### config.mk
export PLATFORM = sky130hd
export DESIGN_NAME = counter_machine_execute
export DESIGN_NICKNAME = d
export VERILOG_FILES = /design/src/rtl/cme_pkg.sv /design/src/rtl/cme_front.sv /design/src/rtl/cme_queue.sv /design/src/rtl/cme_back.sv /design/src/rtl/counter_machine_execute.sv
export SDC_FILE = /design/constraint.sdc
export NUM_CORES = 2
export LEC_CHECK = 0
export BUFFER_PORTS_ARGS = -buffer_cell sky130_fd_sc_hd__buf_2
export CORE_MARGIN = 8
export CORE_UTILIZATION = 55
export CTS_CLUSTER_SIZE = 28
export DETAILED_ROUTE_END_ITERATION = 10
export PLACE_DENSITY = 0.77
export REMOVE_ABC_BUFFERS = 1
export SETUP_SLACK_MARGIN = 0.5
export SYNTH_ARGS = -nofsm -noshare
export SYNTH_HDL_FRONTEND = slang
export SYNTH_SLANG_ARGS = --single-unit
### constraint.sdc
create_clock -name i_clk -period 6.8 [get_ports i_clk]
set_clock_uncertainty 0.05 [all_clocks]
set_input_delay 0.68 -clock i_clk [delete_from_list [all_inputs] [get_ports i_clk]]
set_output_delay 0.68 -clock i_clk [all_outputs]
set_load 0.05 [all_outputs]
### src/rtl/cme_pkg.sv
// Package for the counter machine execute block: item codes, command record,
// status codes and shared helpers. No dependencies.
package cme_pkg;

    // Fixed sizes of the stream fields
    localparam int VALUE_BITS  = 32;
    localparam int LINE_W      = 11;
    localparam int ARG_W       = 10;
    localparam int MAX_LINES   = 1024;
    localparam int NUM_REGS    = 32;
    localparam int RIDX_W      = 8;     // enough for the largest register file
    localparam int Q_DEPTH     = 4;
    localparam int Q_PTR_W     = 2;
    localparam int Q_CNT_W     = 3;
    localparam int IN_DATA_W   = 48;
    localparam int OUT_DATA_W  = 48;
    localparam int APB_ADDR_W  = 4;
    localparam int APB_DATA_W  = 32;

    // Request operation (tuser)
    typedef enum logic [1:0] {
        OP_PRESET  = 2'd0,
        OP_EXEC    = 2'd1,
        OP_RESTART = 2'd2,
        OP_UNUSED  = 2'd3
    } t_op;

    // Instruction opcodes
    typedef enum logic [2:0] {
        OPC_INC     = 3'd0,
        OPC_DEC     = 3'd1,
        OPC_ISZ     = 3'd2,
        OPC_JMP     = 3'd3,
        OPC_STP     = 3'd4,
        OPC_COMMENT = 3'd5,
        OPC_UNKNOWN = 3'd6
    } t_opc;

    // Result status codes
    typedef enum logic [2:0] {
        ST_OK      = 3'd0,
        ST_STOPPED = 3'd1,
        ST_BAD_REG = 3'd2,
        ST_BAD_JMP = 3'd3,
        ST_UNKNOWN = 3'd4,
        ST_LINEOUT = 3'd5,
        ST_HALTED  = 3'd6
    } t_status;

    // Config register indexes
    typedef enum logic [1:0] {
        CFG_ALLOW_NEG = 2'd0,
        CFG_REG_COUNT = 2'd1,
        CFG_PROG_LEN  = 2'd2
    } t_cfg_idx;

    // Classified command kinds
    typedef enum logic [3:0] {
        K_PRESET,
        K_BAD_PRESET,
        K_RESTART,
        K_UNUSED,
        K_INC,
        K_DEC,
        K_ISZ,
        K_JMP,
        K_BAD_REG,
        K_BAD_JMP,
        K_STOP,
        K_NOP,
        K_UNKNOWN
    } t_kind;

    typedef struct packed {
        logic                  allow_neg;
        logic [5:0]            reg_count;
        logic [LINE_W-1:0]     prog_len;
    } t_cfg;

    typedef struct packed {
        t_kind                 kind;
        logic [RIDX_W-1:0]     ridx;
        logic [LINE_W-1:0]     target;
        logic [VALUE_BITS-1:0] value;
    } t_cmd;

    // Program length clipped to the line space
    function automatic logic [LINE_W-1:0] eff_lines(input logic [LINE_W-1:0] plen);
        logic [LINE_W-1:0] lim;
        lim = LINE_W'(MAX_LINES);
        return (plen < lim) ? plen : lim;
    endfunction

endpackage

### src/rtl/cme_front.sv
// Front end: accepts requests and classifies them against the config
// (register and jump range checks). Depends on cme_pkg.
module cme_front #(
    parameter int NUM_REGS = cme_pkg::NUM_REGS
) (
    input  logic                           i_tvalid,
    output logic                           o_tready,
    input  logic [cme_pkg::IN_DATA_W-1:0]  i_tdata,
    input  logic [1:0]                     i_tuser,
    input  cme_pkg::t_cfg                  i_cfg,
    input  logic                           i_q_ready,
    output logic                           o_push,
    output cme_pkg::t_cmd                  o_cmd
);
    import cme_pkg::*;

    t_op               op;
    t_opc              opc;
    logic [ARG_W-1:0]  arg;
    logic              reg_ok;
    logic              jmp_ok;
    logic [ARG_W-1:0]  arg_m1;

    assign o_tready = i_q_ready;
    assign o_push   = i_tvalid & i_q_ready;

    // Field unpack
    assign op     = t_op'(i_tuser);
    assign opc    = t_opc'(i_tdata[2:0]);
    assign arg    = i_tdata[12:3];
    assign arg_m1 = arg - ARG_W'(1);

    // Range checks: register 1..min(count, NUM_REGS), jump 1..eff lines
    assign reg_ok = (arg != '0) && (arg <= ARG_W'(i_cfg.reg_count))
                    && (arg <= ARG_W'(NUM_REGS));
    assign jmp_ok = (arg != '0) && ({1'b0, arg} <= eff_lines(i_cfg.prog_len));

    // Classification
    always_comb begin
        o_cmd.ridx   = reg_ok ? RIDX_W'(arg_m1) : '0;
        o_cmd.target = LINE_W'(arg_m1);
        o_cmd.value  = i_tdata[44:13];
        o_cmd.kind   = K_UNUSED;
        case (op)
            OP_PRESET:  o_cmd.kind = reg_ok ? K_PRESET : K_BAD_PRESET;
            OP_RESTART: o_cmd.kind = K_RESTART;
            OP_EXEC: begin
                case (opc)
                    OPC_INC:     o_cmd.kind = reg_ok ? K_INC : K_BAD_REG;
                    OPC_DEC:     o_cmd.kind = reg_ok ? K_DEC : K_BAD_REG;
                    OPC_ISZ:     o_cmd.kind = reg_ok ? K_ISZ : K_BAD_REG;
                    OPC_JMP:     o_cmd.kind = jmp_ok ? K_JMP : K_BAD_JMP;
                    OPC_STP:     o_cmd.kind = K_STOP;
                    OPC_COMMENT: o_cmd.kind = K_NOP;
                    default:     o_cmd.kind = K_UNKNOWN;
                endcase
            end
            default:    o_cmd.kind = K_UNUSED;
        endcase
    end

endmodule

### src/rtl/cme_queue.sv
// Short command queue between front and back ends.
// Depends on cme_pkg.
module cme_queue (
    input  logic           i_clk,
    input  logic           i_rst_n,
    input  logic           i_push,
    input  cme_pkg::t_cmd  i_cmd,
    output logic           o_ready,
    input  logic           i_pop,
    output logic           o_valid,
    output cme_pkg::t_cmd  o_cmd
);
    import cme_pkg::*;

    t_cmd                r_mem [Q_DEPTH];
    logic [Q_PTR_W-1:0]  r_wr;
    logic [Q_PTR_W-1:0]  r_rd;
    logic [Q_CNT_W-1:0]  r_count;

    assign o_ready = (r_count != Q_CNT_W'(Q_DEPTH));
    assign o_valid = (r_count != '0);
    assign o_cmd   = r_mem[r_rd];

    // Entry storage
    always_ff @(posedge i_clk) begin
        if (i_push) begin
            r_mem[r_wr] <= i_cmd;
        end
    end

    // Pointers and fill count
    always_ff @(posedge i_clk) begin
        if (!i_rst_n) begin
            r_wr    <= '0;
            r_rd    <= '0;
            r_count <= '0;
        end else begin
            if (i_push) begin
                r_wr <= r_wr + Q_PTR_W'(1);
            end
            if (i_pop) begin
                r_rd <= r_rd + Q_PTR_W'(1);
            end
            case ({i_push, i_pop})
                2'b10:   r_count <= r_count + Q_CNT_W'(1);
                2'b01:   r_count <= r_count - Q_CNT_W'(1);
                default: r_count <= r_count;
            endcase
        end
    end

`ifndef SYNTHESIS
    a_count_max: assert property (@(posedge i_clk) disable iff (!i_rst_n)
        r_count <= Q_CNT_W'(Q_DEPTH))
        else $error("queue count over depth");
    a_count_up: assert property (@(posedge i_clk) disable iff (!i_rst_n)
        (i_push && !i_pop) |=> (r_count == $past(r_count) + Q_CNT_W'(1)))
        else $error("queue count not advanced on push");
    a_no_empty_pop: assert property (@(posedge i_clk) disable iff (!i_rst_n)
        i_pop |-> (r_count != '0))
        else $error("pop from empty queue");
`endif

endmodule

### src/rtl/cme_back.sv
// Back end: executes classified commands against the register file and the
// line counter, and holds the result register. Depends on cme_pkg.
module cme_back #(
    parameter int NUM_REGS = cme_pkg::NUM_REGS
) (
    input  logic                               i_clk,
    input  logic                               i_rst_n,
    input  cme_pkg::t_cfg                      i_cfg,
    input  logic                               i_q_valid,
    input  cme_pkg::t_cmd                      i_cmd,
    output logic                               o_pop,
    output logic                               o_tvalid,
    input  logic                               i_tready,
    output logic [cme_pkg::OUT_DATA_W-1:0]     o_tdata
);
    import cme_pkg::*;

    localparam int RI_W = (NUM_REGS > 1) ? $clog2(NUM_REGS) : 1;

    logic [VALUE_BITS-1:0]  r_regs [NUM_REGS];
    logic [LINE_W-1:0]      r_line;
    logic                   r_halted;
    logic                   r_out_valid;
    t_status                r_status;
    logic [LINE_W-1:0]      r_out_line;
    logic [VALUE_BITS-1:0]  r_value;

    logic [RI_W-1:0]        ri;
    logic [VALUE_BITS-1:0]  cur;
    logic [VALUE_BITS-1:0]  dec_v;
    logic                   wr_en;
    logic [VALUE_BITS-1:0]  wr_val;
    t_status                n_status;
    logic [LINE_W-1:0]      n_line;
    logic                   n_halted;
    logic [VALUE_BITS-1:0]  n_value;
    logic [LINE_W-1:0]      nl;
    logic                   moves;
    logic                   is_exec;

    assign ri    = i_cmd.ridx[RI_W-1:0];
    assign cur   = r_regs[ri];
    assign dec_v = cur - VALUE_BITS'(1);
    assign o_pop = i_q_valid && (!r_out_valid || i_tready);

    // Execute one command
    always_comb begin
        wr_en    = 1'b0;
        wr_val   = '0;
        n_status = ST_OK;
        n_line   = r_line;
        n_halted = r_halted;
        n_value  = '0;
        nl       = r_line;
        moves    = 1'b0;
        is_exec  = 1'b0;
        case (i_cmd.kind)
            K_PRESET: begin
                wr_en   = 1'b1;
                wr_val  = i_cmd.value;
                n_value = i_cmd.value;
            end
            K_BAD_PRESET: n_status = ST_BAD_REG;
            K_RESTART: begin
                n_line   = '0;
                n_halted = 1'b0;
            end
            K_UNUSED: n_status = ST_UNKNOWN;
            default: is_exec = 1'b1;
        endcase
        if (is_exec) begin
            if (r_halted) begin
                n_status = ST_HALTED;
            end else begin
                case (i_cmd.kind)
                    K_INC: begin
                        wr_en   = 1'b1;
                        wr_val  = cur + VALUE_BITS'(1);
                        n_value = wr_val;
                        nl      = r_line + LINE_W'(1);
                        moves   = 1'b1;
                    end
                    K_DEC: begin
                        wr_en   = 1'b1;
                        wr_val  = (dec_v[VALUE_BITS-1] && !i_cfg.allow_neg) ? '0 : dec_v;
                        n_value = wr_val;
                        nl      = r_line + LINE_W'(1);
                        moves   = 1'b1;
                    end
                    K_ISZ: begin
                        n_value = cur;
                        nl      = r_line + ((cur == '0) ? LINE_W'(2) : LINE_W'(1));
                        moves   = 1'b1;
                    end
                    K_JMP: begin
                        nl    = i_cmd.target;
                        moves = 1'b1;
                    end
                    K_NOP: begin
                        nl    = r_line + LINE_W'(1);
                        moves = 1'b1;
                    end
                    K_BAD_REG: n_status = ST_BAD_REG;
                    K_BAD_JMP: n_status = ST_BAD_JMP;
                    K_STOP:    n_status = ST_STOPPED;
                    default:   n_status = ST_UNKNOWN;
                endcase
                if (moves) begin
                    n_line = nl;
                    if (nl >= eff_lines(i_cfg.prog_len)) begin
                        n_status = ST_LINEOUT;
                    end
                end
                if (n_status != ST_OK) begin
                    n_halted = 1'b1;
                end
            end
        end
    end

    // Register file
    always_ff @(posedge i_clk) begin
        if (!i_rst_n) begin
            for (int i = 0; i < NUM_REGS; i++) begin
                r_regs[i] <= '0;
            end
        end else if (o_pop && wr_en) begin
            r_regs[ri] <= wr_val;
        end
    end

    // Line counter and halt flag
    always_ff @(posedge i_clk) begin
        if (!i_rst_n) begin
            r_line   <= '0;
            r_halted <= 1'b0;
        end else if (o_pop) begin
            r_line   <= n_line;
            r_halted <= n_halted;
        end
    end

    // Result register
    always_ff @(posedge i_clk) begin
        if (!i_rst_n) begin
            r_out_valid <= 1'b0;
        end else if (o_pop) begin
            r_out_valid <= 1'b1;
        end else if (i_tready) begin
            r_out_valid <= 1'b0;
        end
    end

    always_ff @(posedge i_clk) begin
        if (o_pop) begin
            r_status   <= n_status;
            r_out_line <= n_line;
            r_value    <= n_value;
        end
    end

    assign o_tvalid = r_out_valid;
    assign o_tdata  = {(OUT_DATA_W - VALUE_BITS - LINE_W - 3)'(0),
                       r_value, r_out_line, r_status};

`ifndef SYNTHESIS
    a_halted_src: assert property (@(posedge i_clk) disable iff (!i_rst_n)
        (o_pop && !r_halted) |-> (n_status != ST_HALTED))
        else $error("halted status without halt flag");
    a_lineout_halts: assert property (@(posedge i_clk) disable iff (!i_rst_n)
        (o_pop && n_status == ST_LINEOUT) |=> r_halted)
        else $error("line out did not halt");
    a_restart: assert property (@(posedge i_clk) disable iff (!i_rst_n)
        (o_pop && i_cmd.kind == K_RESTART) |=> (r_line == '0 && !r_halted))
        else $error("restart did not clear line and halt");
`endif

endmodule

### src/rtl/counter_machine_execute.sv
// Top level of the counter machine execute block: config registers, front
// end, command queue and back end. Depends on cme_pkg, cme_front, cme_queue,
// cme_back.
//
//   channel   | dir | handshake                    | content
//   ----------+-----+------------------------------+-------------------------------
//   s_axis    | in  | s_axis_tvalid/s_axis_tready  | one request (operation in tuser)
//   m_axis    | out | m_axis_tvalid/m_axis_tready  | one result per request
//   apb       | in  | psel & penable & pwrite      | allow_neg, reg_count, prog_len
//
// One request per clock unless the output stalls; a request is written to the queue,
// then one register read-modify-write in the back end registers its result.
// The register file write lands at the edge, so a following request reads it.
// Reset is synchronous: registers, line counter and halt flag clear at once.
// A stalled output holds the result register; the four-entry queue keeps the
// input side open until it fills.
module counter_machine_execute #(
    parameter int NUM_REGS = cme_pkg::NUM_REGS
) (
    input  logic                               i_clk,
    input  logic                               i_rst_n,
    // request stream
    input  logic                               s_axis_tvalid,
    output logic                               s_axis_tready,
    // [2:0] opcode, [12:3] operand, [44:13] preset_value, [47:45] zero
    input  logic [cme_pkg::IN_DATA_W-1:0]      s_axis_tdata,
    // [1:0] operation
    input  logic [1:0]                         s_axis_tuser,
    // result stream
    output logic                               m_axis_tvalid,
    input  logic                               m_axis_tready,
    // [2:0] status, [13:3] next_line, [45:14] register_value, [47:46] zero
    output logic [cme_pkg::OUT_DATA_W-1:0]     m_axis_tdata,
    // config port
    input  logic                               psel,
    input  logic                               penable,
    input  logic                               pwrite,
    input  logic [cme_pkg::APB_ADDR_W-1:0]     paddr,
    input  logic [cme_pkg::APB_DATA_W-1:0]     pwdata,
    output logic [cme_pkg::APB_DATA_W-1:0]     prdata,
    output logic                               pready
);
    import cme_pkg::*;

    t_cfg      r_cfg;
    t_cfg_idx  cfg_idx;
    logic      cfg_wr;
    logic      q_ready;
    logic      q_valid;
    logic      push;
    logic      pop;
    t_cmd      front_cmd;
    t_cmd      head_cmd;

    // Config registers
    assign pready  = 1'b1;
    assign cfg_idx = t_cfg_idx'(paddr[3:2]);
    assign cfg_wr  = psel && penable && pwrite;

    always_ff @(posedge i_clk) begin
        if (!i_rst_n) begin
            r_cfg.allow_neg <= 1'b0;
            r_cfg.reg_count <= 6'd8;
            r_cfg.prog_len  <= LINE_W'(16);
        end else if (cfg_wr) begin
            case (cfg_idx)
                CFG_ALLOW_NEG: r_cfg.allow_neg <= pwdata[0];
                CFG_REG_COUNT: r_cfg.reg_count <= pwdata[5:0];
                CFG_PROG_LEN:  r_cfg.prog_len  <= pwdata[LINE_W-1:0];
                default:       r_cfg           <= r_cfg;
            endcase
        end
    end

    // Config readback
    always_comb begin
        case (cfg_idx)
            CFG_ALLOW_NEG: prdata = APB_DATA_W'(r_cfg.allow_neg);
            CFG_REG_COUNT: prdata = APB_DATA_W'(r_cfg.reg_count);
            CFG_PROG_LEN:  prdata = APB_DATA_W'(r_cfg.prog_len);
            default:       prdata = '0;
        endcase
    end

    cme_front #(
        .NUM_REGS (NUM_REGS)
    ) u_front (
        .i_tvalid  (s_axis_tvalid),
        .o_tready  (s_axis_tready),
        .i_tdata   (s_axis_tdata),
        .i_tuser   (s_axis_tuser),
        .i_cfg     (r_cfg),
        .i_q_ready (q_ready),
        .o_push    (push),
        .o_cmd     (front_cmd)
    );

    cme_queue u_queue (
        .i_clk   (i_clk),
        .i_rst_n (i_rst_n),
        .i_push  (push),
        .i_cmd   (front_cmd),
        .o_ready (q_ready),
        .i_pop   (pop),
        .o_valid (q_valid),
        .o_cmd   (head_cmd)
    );

    cme_back #(
        .NUM_REGS (NUM_REGS)
    ) u_back (
        .i_clk     (i_clk),
        .i_rst_n   (i_rst_n),
        .i_cfg     (r_cfg),
        .i_q_valid (q_valid),
        .i_cmd     (head_cmd),
        .o_pop     (pop),
        .o_tvalid  (m_axis_tvalid),
        .i_tready  (m_axis_tready),
        .o_tdata   (m_axis_tdata)
    );

endmodule

# Yosys cells after proc, flatten, opt, wreduce, memory -nomap -nowiden
# Memories as Yosys holds them, arrays and structs flattened. A register that Yosys moved wholly into a read port is not among the register bits.
# Index checks and enable logic that the tools add are counted.
# word_totals
regBits,84
mem_bits_rw,1240
input_bits,93
output_inout_bits,83
elab_cells,140
n_memories,2
# mem_list
name,words,word_bits,rd,rd_clocked_by_memory_dff,write_ports,line,rtl
u_back.r_regs,32,32,1,0,32,cme_back.sv:20,logic [VALUE_BITS-1:0] r_regs [NUM_REGS];
u_queue.r_mem,4,54,1,1,1,cme_queue.sv:15,t_cmd r_mem [Q_DEPTH];
# classes
n_addsub,9
order_cmp,5
n_eq_ne,23
mux,59
bitwise_logic,1
n_reduce_logical,29
# op_table
op,n
32-bit two-way mux,7
32-bit one-hot mux with 3 select lines,1
11-bit two-way mux,7
11-bit one-hot mux with 3 select lines,2
32-bit one-hot mux with 2 select lines,1
32-bit by 1-bit adder with 32-bit output (second input constant),1
32-bit logical NOT,1
32-bit OR reduction,1
32-bit by 1-bit subtractor with 32-bit output (second input constant),1
4-bit one-hot mux with 6 select lines,1
1-bit two-way mux,21
3-bit two-way mux,6
4-bit by 3-bit equality test with 1-bit output (second input constant),4
4-bit equality test (second input constant),4
4-bit two-way mux,4
3-bit one-hot mux with 2 select lines,2
3-bit one-hot mux with 4 select lines,1
4-bit one-hot mux with 3 select lines,1
11-bit by 1-bit adder with 11-bit output (second input constant),1
11-bit adder,1
11-bit >= comparator,1
10-bit by 11-bit <= comparator with 1-bit output,1
11-bit less-than comparator (second input constant),1
10-bit by 6-bit <= comparator with 1-bit output,1
other kinds (31),54

# Logic depth before layout (Yosys ltp)
# An unclocked memory read counts as a cell.
# logic_depth
ltp_word,16
mapped_depth,35
ltp_nobuf,29

# Modules after synthesis
# From an unflattened synthesis, not the netlist that was laid out.
# unflattened
hier_cells,4687
hier_area_um2,60436.7
# modules_own_cells
mod,instances,cells_per_inst,area_per_inst_um2,seq_area_each_um2
cme_back,1,4090,49894.1,32391.1
cme_queue,1,333,8455.6,6786.5
cme_front,1,148,1068.5,0.0
counter_machine_execute,1,116,1018.5,360.3

# Least setup slack after synthesis
# No wires, ideal clock.
# synth_path
path_kind,flip-flop to flip-flop
start,reg (tool-made name)
end,"reg u_back.r_status[2], data pin"
setup_time_ps,274
t_arrival_ps,6583
required_time_ps,6476
slack_ps,-106
stages_incl_launch_ff,36
path_buffers,6
period_less_slack_ps,6906
cell_sequence,dfxtp_1 buf_6 mux4_2 buf_2 buf_6 buf_6 buf_6 buf_6 mux2i_1 nand2_1 a32oi_1 nand4_2 inv_1 ha_1 inv_1 or3_1 or2_2 and4bb_2 nand3_1 ha_1 inv_1 fa_1 o21ai_0 mux2_2 ha_1 a21o_1 a21o_1 a21o_1 a21o_1 a21o_1 a21o_1 a21o_1 a21oi_1 o21ai_0 nor2_1 a221oi_1
# synth_lines
element,line,rtl
to (signal assigned),cme_back.sv:156,r_status <= n_status;
to (decl),cme_back.sv:24,t_status r_status;

==> impl_metrics.ini <==
[run_status]
outcome = finished with violations
failed_checks = negative setup slack

[synthesis]
syn_area_per_cell_sq_um = 13.0
synthTopCellsByArea = edfxtp_1 (63%), mux2i_1 (7.9%), nor2_1 (6.3%)
netlist_area_sq_um = 60700
synth-edff-count = 1274
yosysWarnings = 0
synth-main-ff-cell = edfxtp_1
synth_cells = 4660
synth_common_cells = edfxtp_1 (1274), nor2_1 (1019), mux2i_1 (480), nand2_1 (419), clkbuf_1 (166)
ys_ff_latch = 1314
synthDistinctLibCells = 97
synthArstFlopShare_pct = 0
synth.top_cell.area_share_pct = 63.1
synth_top_cell_by_area = edfxtp_1
seq_area_frac_synth_pct = 64.4
synth.most_common_cell = edfxtp_1

[worst_setup_path]
crit_top_cell = a21o_1
reg2reg_depth = 30
r2r_start = u_queue.r_mem[3][43]
rrSetupSlack_ps = -300
arrival_ps = 7550
critical_path.max_fanout = 13
max_stage_delay_ps = 680
slowest_stage = mux4_4
cp_data_required_time_ps = 7240
startpoint_type = flop
path_class = flop to flop
r2r-end = u_back.r_status[2]
endpoint_kind = flop
crit_path_start = u_queue.r_mem[3][43]

[floorplanning]
core_sq_um = 110000
start_util_pct = 55.1
die_y_um = 348
num_rows = 122
die_w_um = 348
pin_count = 176
dieArea_sq_um = 121000

[global_route]
antenna_found_initial = 5
grt.overflow.total = 0
grt_max_degree = 70
grt_pass1_wl_mm = 281
grt_use_total_pct = 31.6
grt_pass1_vias = 42212

[sta]
maxSlewHeadroom_pct = 19.4
finalCritPeriodShare_pct = 104
timing.final.max_slew_violations = 0
hold_viol_final = 0
worst_slack_ps = -305
timing.fmax_mhz = 141
tightest_slew_ps = 1210
final-setup-viol-count = 3
rsz0062_at_grt = yes
period_needed_ps = 7100
setup_tns_ps = -833

[detailed_routing]
dr.max_layer_used = met5
vias = 43547
met1_length_mm = 66.3
drc_errors = 0
drt_iter0_drc = 7222
drtAntennaViolNets = 0
viasPerCell = 6.65
dr.pass1.iters = 9
dr_wl_met2_mm = 88.0
route.met3.wl_mm = 31.5
postRouteWirelength_mm = 199
wl_per_cell_um = 30.5

[pwr]
power_density_nw_per_um2 = 436
leakage_nw = 25.2
peakVddDrop_v = 0.000529

[layout]
drive_gt1_share_pct = 20.2
final_cells = 6548
regArea_sq_um = 39100
nFillCells = 7748
syn2layout_area_growth_pct = 15.0
final_nets = 5089
multiInputGateArea_sq_um = 19900

[clocking]
holdBufCountCts = 0
insertion_delay_ps = 770
cts.sinks = 1314
numCtsBuffers = 136
cts_tree = done
ctsHtreeMaxLevel = 4
cts-root-buf = clkbuf_16
cts_max_path_buffers = 3
clk_pin_slew_ps = 60

[placement]
dpl.hpwl_mm = 118
io_buffers = 125
dp.cells = 6277
place_congestion = 0.954
dp_slack_ps = -466

[run]
max_cap_viol_count = 0

[worst_hold_path]
min_path_type = primary input to flop
worstHoldStart = s_axis_tdata[43]
holdPathEnd = u_queue.r_mem[3][30]
whs_path_depth = 1
repair_timing:
item / in CTS / in global routing
buffers inserted: 5 / 16
resized for setup: 34 / 37
cloned: 5 / 4
pin swaps: 15 / 16
endpoints found under the setup margin: 3 / 31
worst max-delay path, delay by kind of cell, from the launching register on:
kind,cells,cell delay (ps)
AO/OA/AOI/OAI,12,1860
adder cells (fa/ha/maj),2,730
buffers and inverters,6,1070
flip-flops,1,400
multiplexers,3,1190
AND/OR/NAND/NOR,7,1500
through the flow:
stage / instance area [sq um] / hold slack [ps] / total power, W / utilization, %
after floorplan: 58500 / 402 / 0.0178 / -
after global placement: 64800 / 417 / 0.0220 / 58.9
after detailed placement: 64800 / 426 / 0.0222 / 58.9
after CTS: 69300 / 61.1 / 0.0296 / 63.0
after global routing: 69800 / 87.2 / 0.0311 / 63.4
final: 69800 / 87.7 / 0.0304 / 63.4
logic make-up after synthesis:
| group | share of synthesized area, % |
|---|---|
| AND/OR/NAND/NOR | 12.8 |
| buffers and inverters | 3.92 |
| adder cells (fa/ha/maj) | 0.829 |
| AO/OA/AOI/OAI | 4.83 |
| multiplexers | 12.6 |
| flip-flops | 64.4 |
| XOR/XNOR | 0.707 |
| other | 0.0124 |
worst max path at each step:
stage	to	slack, ps	depth (start not counted)
after global placement	u_back.r_status[2]	-440	30
final	u_back.r_status[2]	-300	30
after CTS	u_back.r_status[2]	-170	28
after detailed placement	u_back.r_status[2]	-470	30
after global routing	u_back.r_status[2]	-440	30
after floorplan	u_back.r_status[2]	-9110	29
cell usage in the layout (no fill, tap or decap), types with 11 or more instances in the layout:
cell | synthesis | routed
dfxtp_1 | 40 | 38
clkbuf_16 | 0 | 144
mux4_2 | 110 | 109
and2_1 | 32 | 32
mux2_2 | 24 | 23
clkinv_1 | 0 | 29
nand2_2 | 0 | 36
or3_1 | 16 | 13
a21boi_0 | 14 | 14
clkinv_2 | 0 | 16
buf_2 | 129 | 125
inv_1 | 31 | 29
xor2_1 | 27 | 27
ha_1 | 37 | 34
nand2_1 | 419 | 381
nand4_1 | 43 | 43
edfxtp_1 | 1274 | 1274
o21ai_0 | 58 | 54
nor2_1 | 1019 | 1013
nor3_1 | 110 | 109
a21oi_1 | 41 | 32
a22oi_1 | 36 | 35
nand2b_1 | 12 | 12
o211ai_1 | 12 | 12
a21o_1 | 12 | 12
a32oi_1 | 94 | 84
buf_12 | 0 | 45
clkbuf_1 | 166 | 30
nand3_1 | 48 | 47
a31oi_1 | 12 | 11
xnor2_1 | 22 | 22
o211a_1 | 11 | 11
a32oi_2 | 1 | 11
nor2b_1 | 24 | 24
mux2i_1 | 480 | 475
buf_4 | 59 | 359
conb_1 | 2 | 24
final cells by class:
| class | count | share of cell area [%] |
|---|---|---|
| diodes | 2 | 0.00717 |
| clock buffers | 171 | 5.20 |
| clock inverters | 68 | 0.845 |
| inverters | 31 | 0.167 |
| multi-input cells | 2927 | 28.5 |
| flip-flops and latches | 1314 | 56.0 |
| well taps | 1488 | 2.67 |
| repair buffers | 547 | 6.64 |
per-layer routing:
layer | track usage [%] | vias to the layer above
met5 | 0 | -
met4 | 17.2 | 2
met3 | 9.18 | 873
met2 | 48.4 | 3926
met1 | 40.7 | 21090
li1 | - | 17656
where the power goes:
group	internal (W)	total, W	switching, W
Sequential	0.00955	0.00979	0.000240
Combinational	0.00479	0.0134	0.00861
Clock	0.00408	0.00720	0.00312
state kept, by name, summed over array words and instances, names as in the netlist, 2 cells and up, named ones only:
signal	cells
u_queue.r_count	3
u_back.r_line	11
u_back.r_value	32
u_queue.r_wr	2
u_queue.r_mem	204
r_cfg	18
u_queue.r_rd	2
u_back.r_status	3
u_back.r_regs	1024
u_back.r_out_line	11
Power figures use the tool's default switching activity.
